`config.mk`:
```
export PLATFORM = sky130hd
export DESIGN_NAME = asl_queue
export DESIGN_NICKNAME = d
export VERILOG_FILES = /design/src/hdl/asl_pkg.sv /design/src/hdl/asl_queue.sv
export SDC_FILE = /design/constraint.sdc
export NUM_CORES = 1
export LEC_CHECK = 0
export BUFFER_PORTS_ARGS = -buffer_cell sky130_fd_sc_hd__buf_4
export CAP_MARGIN = 20
export CORE_MARGIN = 4
export CORE_UTILIZATION = 50
export DETAILED_ROUTE_END_ITERATION = 10
export PLACE_DENSITY = 0.67
export SKIP_LAST_GASP = 1
export SYNTH_ARGS = -nofsm -noshare
export SYNTH_HDL_FRONTEND = slang
export SYNTH_SLANG_ARGS = --single-unit
```
`constraint.sdc`:
```
create_clock -name clk -period 2.29 [get_ports clk]
set_input_delay 0.1145 -clock clk [delete_from_list [all_inputs] [get_ports clk]]
set_output_delay 0.1145 -clock clk [all_outputs]
set_load 0.05 [all_outputs]
```
`src/hdl/asl_pkg.sv`:
```
// Shared types, constants and helper functions of the sprite line compositor.
`timescale 1ns / 1ps

package asl_pkg;

  localparam int NUM_PIXELS_DEFAULT = 256;
  localparam int QUEUE_DEPTH        = 4;
  localparam int PIXEL_W            = 24;
  localparam int CURSOR_W           = 18;

  localparam logic [1:0] FUNC_DRAW   = 2'd0;
  localparam logic [1:0] FUNC_FILL   = 2'd1;
  localparam logic [1:0] FUNC_READ   = 2'd2;
  localparam logic [1:0] FUNC_UNUSED = 2'd3;

  localparam logic signed [CURSOR_W-1:0] CURSOR_MAX = 18'sd131071;

  // One queued word, already classified and pre-scaled by the front.
  typedef struct packed {
    logic [1:0]                   func;
    logic                         first;
    logic signed [CURSOR_W-1:0]   load;
    logic [7:0]                   reps;
    logic                         wrap;
    logic [7:0]                   red;
    logic [7:0]                   green;
    logic [7:0]                   blue;
    logic [7:0]                   read_index;
    logic [7:0]                   fill_level;
  } entry_t;

  typedef struct packed {
    logic full;
    logic empty;
  } q_stat_t;

  typedef struct packed {
    logic init_busy;
  } bk_stat_t;

  typedef enum logic [2:0] {
    ST_CLEAR,
    ST_IDLE,
    ST_DRAW,
    ST_DRAW_WR,
    ST_READ,
    ST_READ_DATA,
    ST_FILL
  } back_state_t;

  // Address bits for a store of n entries; at least one bit.
  function automatic int addr_bits(input int n);
    return (n > 1) ? $clog2(n) : 1;
  endfunction

  function automatic logic [7:0] sat_add(input logic [7:0] old_v, input logic [7:0] add_v);
    logic [8:0] sum;
    sum = {1'b0, old_v} + {1'b0, add_v};
    return sum[8] ? 8'hFF : sum[7:0];
  endfunction

endpackage

```
`src/hdl/asl_queue.sv`:
```
// Short flip-flop FIFO that decouples the front from the back.
`timescale 1ns / 1ps

module asl_queue #(
  parameter int WIDTH = 8,
  parameter int DEPTH = 4
) (
  input  logic                 clk,
  input  logic                 rst_n,
  input  logic                 push,
  input  logic [WIDTH-1:0]     push_data,
  input  logic                 pop,
  output logic [WIDTH-1:0]     pop_data,
  output asl_pkg::q_stat_t     stat
);
  import asl_pkg::*;

  localparam int PW = $clog2(DEPTH);

  logic [WIDTH-1:0] mem_r [DEPTH];
  logic [PW-1:0]    wr_ptr_r, wr_ptr_nxt;
  logic [PW-1:0]    rd_ptr_r, rd_ptr_nxt;
  logic [PW:0]      cnt_r, cnt_nxt;

  always_comb begin
    wr_ptr_nxt = push ? wr_ptr_r + PW'(1) : wr_ptr_r;
    rd_ptr_nxt = pop ? rd_ptr_r + PW'(1) : rd_ptr_r;
    cnt_nxt    = cnt_r + (PW+1)'(push) - (PW+1)'(pop);
  end

  always_ff @(posedge clk) begin
    if (!rst_n) begin
      wr_ptr_r <= '0;
      rd_ptr_r <= '0;
      cnt_r    <= '0;
    end else begin
      wr_ptr_r <= wr_ptr_nxt;
      rd_ptr_r <= rd_ptr_nxt;
      cnt_r    <= cnt_nxt;
    end
  end

  always_ff @(posedge clk) begin
    if (push) begin
      mem_r[wr_ptr_r] <= push_data;
    end
  end

  assign pop_data   = mem_r[rd_ptr_r];
  assign stat.full  = (cnt_r == (PW+1)'(DEPTH));
  assign stat.empty = (cnt_r == '0);

endmodule

```
==> flow_summary_export.csv <==
group,metric,value,unit
routing,viasPerCell,4.79,
final_layout,fin_nets,139,
floorplan,std_cell_rows,20,
power,switchingPower,444,uW
synth,synthCells,85,
final_layout,multi_input_area,417,sq um
power,clkPwrFrac,0.223,
synth,ys_seq_area_frac,0.713,
timing,fin_skew,0.0115,ns
setup_path,cp_num_buf_inv,1,
power,p_int,1160,uW
final_layout,regArea,0.00114,sq mm
power,seqPwrFrac,0.555,
floorplan,die_w,64.6,um
timing,worst_pin_slew,0.558,ns
clock_network,cts_max_level,2,
floorplan,dieArea,0.00417,sq mm
synth,yosysUniqueCellTypes,18,
synth,synth_top_area_frac,0.600,
setup_path,critPathMaxStageDelay,0.69,ns
power,ir_worst_vdd,0.526,mV
setup_path,start_kind,"flip-flop",
setup_path,crit_family,"flip-flops",
timing,setup_violations,0,
final_layout,n_fill_cell,239,
setup_path,path_cells,"mux4_2 -> buf_4",
timing,fin_setup_tns,0,ns
global_route,grt_max_degree,13,
power,power.density,823,mW/mm^2
routing,wl,2370,um
timing,hold_viol,0,
routing,wl_per_cell,14.3,um
routing,ant_nets,0,
clock_network,cts.sinks,41,
clock_network,clk_pin_slew,0.10,ns
timing,max_freq,523,MHz
final_layout,diodes,0,
floorplan,io_pins,22,
timing,relSlewSlack,0.628,
setup_path,endpoint_kind,"output pin",
synth,synth.avg_cell_area,18.8,sq um
placement,placed_area,0.00180,sq mm
clock_network,worstSkewPairLatency,0.33,ns
timing,period_needed,1.91,ns
clock_network,cts_tree,"built",
clock_network,cts_buffers,5,
worst_hold_path,hold_class,"input port to flip-flop",
routing,num_vias,791,
power,swShare,0.277,
power,total_power,1600,uW
global_route,grt_use_total,0.134,
timing,timing.final.crit_share,0.835,
power,leakagePower,0.000722,uW
floorplan,die_y,64.6,um
setup_path,required,2.18,ns
placement,gp_congestion,0.745,
global_route,gr-usage-met2,0.202,
job,drv_cap,0,
clock_network,clockBufferDepth,2,
final_layout,flow.area_growth_from_synthesis,21.6,%
final_layout,postLayoutCellArea,0.00195,sq mm
placement,dp_cells,148,
global_route,grt_pass1_wl,3910,um
setup_path,critPathMaxFanout,8,
timing,rsz0062_at_grt,"false",
final_layout,layout-drive-gt1-share,0.298,
synth,synth.area.top_cells,"edfxtp_1 60%, dfxtp_1 11%, mux4_2 11%",
global_route,antenna_found_initial,0,
synth,synth_area_leader_cell,"edfxtp_1",
routing,drt_drc_violations_left,0,
global_route,overflow,0,
routing,drt_first_pass_iters,4,
setup_path,path_class,"flip-flop to output pin",
global_route,use_met3,0.0572,
final_layout,instances_no_fill,165,
outcome,outcome,"complete, no violations",
floorplan,coreArea,0.00305,sq mm
synth,ys_warn_count,0,
synth,ys_ff_latch,41,
clock_network,root_buffer,"clkbuf_4",
setup_path,arrival,1.80,ns
synth,syn-cell-area,0.00160,sq mm
placement,port_buffers,21,
placement,place_hpwl,1620,um
floorplan,start_util,0.524,
routing,drt_iter0_markers,22,
global_route,grt_pass1_vias,779,
global_route,grt.busiest_layer,"met2",
setup_path,slowest_stage,"dfxtp_1",
synth,synth_nets,104,
timing,slew_viol_final,0,
global_route,met1_usage,0.169,
power,combPwrFrac,0.222,
-- layout make-up --
type	count	area share
Tap cell	44	0.0283
Clock buffer	8	0.0302
Sequential cell	41	0.586
Timing Repair Buffer	30	0.127
Multi-Input combinational cell	35	0.214
Inverter	7	0.0135
-- power by group through the flow --
stage	registers [uW]	logic [uW]	clock network, uW
2_1_floorplan	889	266	0
3_3_place_gp	905	340	0
3_5_place_dp	908	347	0
4_1_cts	891	359	371
5_1_grt	897	381	413
6_report	890	355	357
-- registers in the layout (all words and copies together) (netlist names), named ones only --
name      cells
cnt_r         3
rd_ptr_r      2
wr_ptr_r      2
mem_r        32
-- worst paths after layout --
path / from / to / slack, ns / cells after the start
max reg2reg: cnt_r[0] / cnt_r[2] / 0.54 / 7
min: pop / flip-flop / 0.09 / 3
min reg2reg: rd_ptr_r[0] / flip-flop / 0.56 / 2
max: flip-flop / pop_data[5] / 0.38 / 2
-- synthesized netlist by cell type --
cell type  count
edfxtp_1      32
buf_6          1
dfxtp_1        9
inv_1          7
a21oi_1        1
nor3_1         1
ha_1           6
and3_1         1
mux4_2         8
mux2i_1        1
xnor2_1        2
fa_1           1
and2_1         6
a21bo_2        1
clkbuf_2       1
nand3b_1       1
xor3_1         1
nor2_1         5
-- worst min-delay path, stage by stage --
cell,delay (ns)
buf_4,0.11
xnor2_1,0.08
nor2_1,0.08
-- cells by family after synthesis --
family / share of synthesized area
compound gates: 0.00938
xor+xnor: 0.0258
fa+ha+maj: 0.0594
buf+inv: 0.0266
flops: 0.713
mux: 0.119
simple gates: 0.0469
-- stage by stage --
step / hold WS, ns / worst slack, ns / utilization
floorplan: 0.213 / 0.619 / -
global placement: 0.314 / 0.602 / 0.589
detailed placement: 0.318 / 0.543 / 0.589
CTS: 0.0750 / 0.311 / 0.637
global route: 0.0853 / 0.221 / 0.637
finish: 0.0887 / 0.379 / 0.637
-- repair_timing --
action	CTS	global route
hold buffers	9	0
resized for setup	0	0
setup buffers	0	0
endpoints found under the hold margin	33	0
-- layer usage --
layer | up-vias | wire (um)
li1 | 387 | -
met4 | 0 | 40
met1 | 387 | 1100
met3 | 4 | 84
met5 | - | 0
met2 | 13 | 1150
-- layout by cell type, fill, tap and decap left out --
cell	synthesis	layout
dfxtp_1	9	9
mux4_2	8	8
clkbuf_1	0	2
nor3_1	1	1
a21oi_1	1	1
dlygate4sd3_1	0	9
xor3_1	1	1
xnor2_1	2	2
edfxtp_1	32	32
and3_1	1	1
mux2i_1	1	1
fa_1	1	1
nor2_1	5	5
buf_4	0	21
and2_1	6	6
inv_1	7	7
ha_1	6	6
a21bo_2	1	1
clkbuf_8	0	1
clkbuf_4	0	5
nand3b_1	1	1
No activity file was read; power rests on OpenSTA's default activity.
