$ cat config.mk
export PLATFORM = sky130hd
export DESIGN_NAME = asl_front
export DESIGN_NICKNAME = d
export VERILOG_FILES = /design/src/hdl/asl_pkg.sv /design/src/hdl/asl_front.sv
export SDC_FILE = /design/constraint.sdc
export NUM_CORES = 1
export LEC_CHECK = 0
export BUFFER_PORTS_ARGS = -buffer_cell sky130_fd_sc_hd__clkbuf_2
export CAP_MARGIN = 10
export CELL_PAD_IN_SITES_DETAIL_PLACEMENT = 0
export CELL_PAD_IN_SITES_GLOBAL_PLACEMENT = 1
export CORE_AREA = 2 2 101 103
export CTS_BUF_LIST = sky130_fd_sc_hd__clkbuf_8 sky130_fd_sc_hd__clkbuf_16
export DETAILED_ROUTE_END_ITERATION = 7
export DIE_AREA = 0 0 103 105
export PLACE_DENSITY = 0.9
export SLEW_MARGIN = 15
export SYNTH_ARGS = -nofsm -noshare
export SYNTH_HDL_FRONTEND = slang
export SYNTH_SLANG_ARGS = --single-unit
export TNS_END_PERCENT = 100
$ cat constraint.sdc
create_clock -name clk -period 3.8 [get_ports clk]
set_input_delay 0.38 -clock clk [delete_from_list [all_inputs] [get_ports clk]]
set_output_delay 0.38 -clock clk [all_outputs]
set_load 0.01 [all_outputs]
$ cat src/hdl/asl_pkg.sv
// Shared types, constants and helper functions of the sprite line compositor.
`timescale 1ns / 1ps

package asl_pkg;

  localparam int NUM_PIXELS_DEFAULT = 256;
  localparam int QUEUE_DEPTH        = 4;
  localparam int PIXEL_W            = 24;
  localparam int CURSOR_W           = 18;

  localparam logic [1:0] FUNC_DRAW   = 2'd0;
  localparam logic [1:0] FUNC_FILL   = 2'd1;
  localparam logic [1:0] FUNC_READ   = 2'd2;
  localparam logic [1:0] FUNC_UNUSED = 2'd3;

  localparam logic signed [CURSOR_W-1:0] CURSOR_MAX = 18'sd131071;

  // One queued word, already classified and pre-scaled by the front.
  typedef struct packed {
    logic [1:0]                   func;
    logic                         first;
    logic signed [CURSOR_W-1:0]   load;
    logic [7:0]                   reps;
    logic                         wrap;
    logic [7:0]                   red;
    logic [7:0]                   green;
    logic [7:0]                   blue;
    logic [7:0]                   read_index;
    logic [7:0]                   fill_level;
  } entry_t;

  typedef struct packed {
    logic full;
    logic empty;
  } q_stat_t;

  typedef struct packed {
    logic init_busy;
  } bk_stat_t;

  typedef enum logic [2:0] {
    ST_CLEAR,
    ST_IDLE,
    ST_DRAW,
    ST_DRAW_WR,
    ST_READ,
    ST_READ_DATA,
    ST_FILL
  } back_state_t;

  // Address bits for a store of n entries; at least one bit.
  function automatic int addr_bits(input int n);
    return (n > 1) ? $clog2(n) : 1;
  endfunction

  function automatic logic [7:0] sat_add(input logic [7:0] old_v, input logic [7:0] add_v);
    logic [8:0] sum;
    sum = {1'b0, old_v} + {1'b0, add_v};
    return sum[8] ? 8'hFF : sum[7:0];
  endfunction

endpackage

$ cat src/hdl/asl_front.sv
// Front end: accepts words, holds the brightness register, computes cursor loads.
`timescale 1ns / 1ps

module asl_front (
  input  logic                 clk,
  input  logic                 rst_n,
  input  logic                 in_valid,
  output logic                 in_ready,
  input  logic [1:0]           in_func,
  input  logic                 in_first_pixel,
  input  logic signed [31:0]   in_sprite_position,
  input  logic signed [15:0]   in_spread_step,
  input  logic [7:0]           in_repeat_count,
  input  logic                 in_wrap_enable,
  input  logic [7:0]           in_sprite_red,
  input  logic [7:0]           in_sprite_green,
  input  logic [7:0]           in_sprite_blue,
  input  logic [7:0]           in_read_index,
  input  logic [7:0]           in_fill_level,
  input  logic                 cfg_valid,
  input  logic [2:0]           cfg_brightness_shift,
  input  asl_pkg::q_stat_t     q_stat,
  input  asl_pkg::bk_stat_t    bk_stat,
  output logic                 push,
  output asl_pkg::entry_t      entry
);
  import asl_pkg::*;

  logic [2:0]         shift_r;
  logic signed [31:0] spread_off;
  logic signed [32:0] pos_sum;

  always_ff @(posedge clk) begin
    if (!rst_n) begin
      shift_r <= '0;
    end else if (cfg_valid) begin
      shift_r <= cfg_brightness_shift;
    end
  end

  // spread_step * 2^(16 - shift), kept at full width so nothing overflows.
  assign spread_off = $signed({in_spread_step, 16'h0000}) >>> shift_r;
  assign pos_sum    = {in_sprite_position[31], in_sprite_position}
                    + {spread_off[31], spread_off};

  assign in_ready = !q_stat.full && !bk_stat.init_busy;
  assign push     = in_valid && in_ready && (in_func != FUNC_UNUSED);

  always_comb begin
    entry.func       = in_func;
    entry.first      = in_first_pixel;
    entry.load       = {pos_sum[32], pos_sum[32:16]};
    entry.reps       = in_repeat_count;
    entry.wrap       = in_wrap_enable;
    entry.red        = in_sprite_red >> shift_r;
    entry.green      = in_sprite_green >> shift_r;
    entry.blue       = in_sprite_blue >> shift_r;
    entry.read_index = in_read_index;
    entry.fill_level = in_fill_level;
  end

endmodule

==> results by group <==
Finish
  – Fin area: 3480 um^2
  – Finished Core Util: 36.10%
  – Top Registers: shift_r x3
  – Most flops, register: shift_r
  – Layout overhead on the synthesized area: 29.41%
  – Total Nets Final: 612
  – Inserted Diodes: 0
  – Max reg flops: 3
  – Fraction of layout cells with a size suffix above 1: 42.38%

Clock network
  – CTS tree: yes
  – CTS sink count: 3
  – Clock tree buffer depth: 2
  – Root Buffer: clkbuf_8
  – CTS H-tree lvls: 1
  – Clock Pin Slew Worst Setup and Hold Paths: 0.03 ns
  – Number of buffers created by CTS: 3
  – Clock Latency Late Sink: 0.22 ns

STA
  – Period utilization: 95.95%
  – Slew Viols, Final: 0
  – Setup TNS: 0 ns
  – Fin Hold WS: 0.4074 ns
  – Final Setup Violations: 0
  – Max Fclk: 0.2743 GHz
  – Tmin final: 3.646 ns
  – Relative slew slack: 70.37%
  – Worst Skew: 0 ns
  – Final hold vios: 0
  – Worst slew pin tran: 0.4445 ns

Power
  – Worst VDD drop: 0.00008692 V
  – Lkg Pwr: 1.638 nW
  – Cell Pwr Density: 257.0 nW/um^2

Floorplanning
  – Total I/O pin count: 182
  – Core area: 9639 um^2
  – # rows: 36
  – Die X: 103 um
  – Die ar.: 10820 um^2
  – Initial core utilization: 27.89%
  – Die height: 105 um

Detailed routing
  – WL/cell: 14.28 um
  – Post-DRT Antenna Nets: 0
  – Final WL: 8738 um
  – Via count: 3080
  – Via density: 5.033
  – 1st-iter DRT viols: 145
  – Final routed DRC violation total: 0
  – TritonRoute pass-1 iters: 4

Setup path
  – Critical path peak fanout: 10
  – Req. time, crit path: 3.42 ns
  – Critical Path End Type: output port
  – Setup CP Type: flop to output port
  – Critical Path AT: 3.27 ns
  – Critical Path Start Type: flop

GRT
  – Largest net degree at the start of global routing: 41
  – GRT Overall Usage: 15.08%
  – GR peak layer: met2
  – First-pass GRT wire length: 13520 um
  – Grt met3 use: 2.074%
  – Met1 usage: 19.66%
  – Vias in the first global route: 2883
  – GRT Residual Overflow: 0
  – Initial antenna violation count: 0
  – Met2 Usage GRT: 26.35%

Yosys
  – Ys Warns: 0
  – Syn_area_per_cell: 7.020 um^2
  – Number of enable flip-flop cells after synthesis: 0
  – Mapped Area: 2689 um^2
  – Mapped Nets: 515
  – Flops & latches, synth: 3
  – Prevailing post-synth register cell: dfxtp_1
  – Post-synthesis sequential area ratio: 2.234%
  – Post-synth cell types: 51
  – Synth Instances: 383
  – Post-synth ARST share: 0%

Place
  – GP Congestion: 0.8632
  – PortBufs: 119
  – Post-DP HPWL: 7052 um
  – Area after DPL: 3212 um^2

Worst hold path
  – Min-Delay Path Class: input port to flop

Run status
  – Status: finished clean

Job
  – MaxCap Viol Count: 0
report_power, final:
group | switching, mW | total (mW) | internal, mW
clock network | 0.0246 | 0.0937 | 0.0691
logic | 0.413 | 0.761 | 0.348
registers | 0.00599 | 0.0392 | 0.0332
total | 0.444 | 0.894 | 0.451
placed cells by master, fill, tap and decap left out, types with 3 or more instances in the layout:
| master | Yosys | final |
|---|---|---|
| a211o_1 | 3 | 3 |
| a21o_1 | 7 | 7 |
| a21oi_1 | 38 | 33 |
| a21oi_2 | 0 | 5 |
| and2_1 | 7 | 7 |
| and3_1 | 4 | 4 |
| buf_4 | 32 | 21 |
| buf_6 | 1 | 3 |
| clkbuf_2 | 0 | 118 |
| clkbuf_8 | 0 | 3 |
| ha_1 | 22 | 17 |
| ha_2 | 0 | 3 |
| inv_1 | 6 | 6 |
| mux2_2 | 23 | 23 |
| mux2i_1 | 32 | 30 |
| nand2_1 | 28 | 28 |
| nand2b_1 | 6 | 6 |
| nand3_1 | 10 | 9 |
| nor2_1 | 38 | 38 |
| nor2b_1 | 5 | 5 |
| nor3_1 | 10 | 10 |
| o21a_1 | 4 | 4 |
| o21ai_0 | 30 | 24 |
| o21ai_1 | 0 | 5 |
| o21bai_1 | 4 | 4 |
| o22ai_1 | 5 | 4 |
| xnor2_1 | 8 | 8 |
| xor2_1 | 6 | 6 |
metrics by stage:
stage | total power [mW] | worst slack, ns | std cells
2_1_floorplan | 0.5373 | 0.2639 | 383
3_3_place_gp | 0.7382 | 0.1195 | 595
3_5_place_dp | 0.7458 | 0.06167 | 595
4_1_cts | 0.8443 | 0.01129 | 600
5_1_grt | 0.9772 | -0.03818 | 612
6_report | 0.8943 | 0.1538 | 612
synthesized netlist by cell type, drive strengths merged (4+ instances only):
library cell / number / area (um^2)
nand3: 11 / 60.06
a21oi: 39 / 206.5
clkbuf: 8 / 30.03
nor2b: 5 / 31.28
nor3: 10 / 50.05
nand2: 28 / 105.1
mux2i: 32 / 320.3
buf: 44 / 301.5
xor2: 6 / 52.55
inv: 7 / 26.27
o21bai: 4 / 30.03
nor2: 38 / 142.6
and2: 7 / 43.79
o22ai: 5 / 31.28
xnor2: 8 / 70.07
a21o: 7 / 52.55
ha: 22 / 275.3
o21a: 4 / 30.03
and3: 5 / 32.53
mux2: 23 / 259.0
nand2b: 6 / 37.54
o21ai: 31 / 158.9
what timing repair did:
action / in CTS / in global routing
pin swaps: 1 / 6
cloned: 0 / 1
setup buffers: 1 / 11
resized for setup: 3 / 33
hold buffers: 0 / 0
endpoints found under the setup margin: 9 / 11
cell families after synthesis:
family	count (synthesis)	synth area share [%]
compound gates	109	25.69
fa+ha+maj	22	10.24
xor+xnor	14	4.560
mux	56	22.38
buf+inv	59	13.31
flops	3	2.234
simple gates	120	21.59
routing by layer:
metal	routed length, um	share of wire, %
met4	83	0.95
met1	3731	43
met5	0	0
met2	4339	50
met3	584	6.7
worst max-delay path: stages, from the launching register on:
cell and delay [ns]:
dfxtp_4 0.40, buf_6 0.15, buf_6 0.15, mux2i_2 0.23, nand2_1 0.07, o21ai_0 0.13, a21oi_1 0.13, ha_1 0.32
a21o_1 0.23, a221oi_4 0.48, a21oi_2 0.15, o311ai_1 0.31, a31oi_1 0.15, clkbuf_2 0.15
area by class of cell:
type                            count  area (um^2)
Timing Repair inverter              1        5.005
Sequential cell                     3        67.56
Timing Repair Buffer              143        787.0
Clock buffer                        3        41.29
Clock inverter                      1        3.754
Multi-Input combinational cell    321         2379
Inverter                            7        30.03
Fill cell                        1075         6160
Tap cell                          133        166.4
worst paths after layout:
path,from,endpoint,slack (ns),cells after the start
setup / recovery,shift_r[1]$_SDFFE_PN0P_,entry[62],0.15,13
hold / removal,rst_n,shift_r[2]$_SDFFE_PN0P_,0.41,2
setup reg to reg,shift_r[1]$_SDFFE_PN0P_,shift_r[1]$_SDFFE_PN0P_,2.47,5
hold reg to reg,shift_r[2]$_SDFFE_PN0P_,shift_r[2]$_SDFFE_PN0P_,0.89,3
Note: power is estimated with default switching activity, not from simulation.
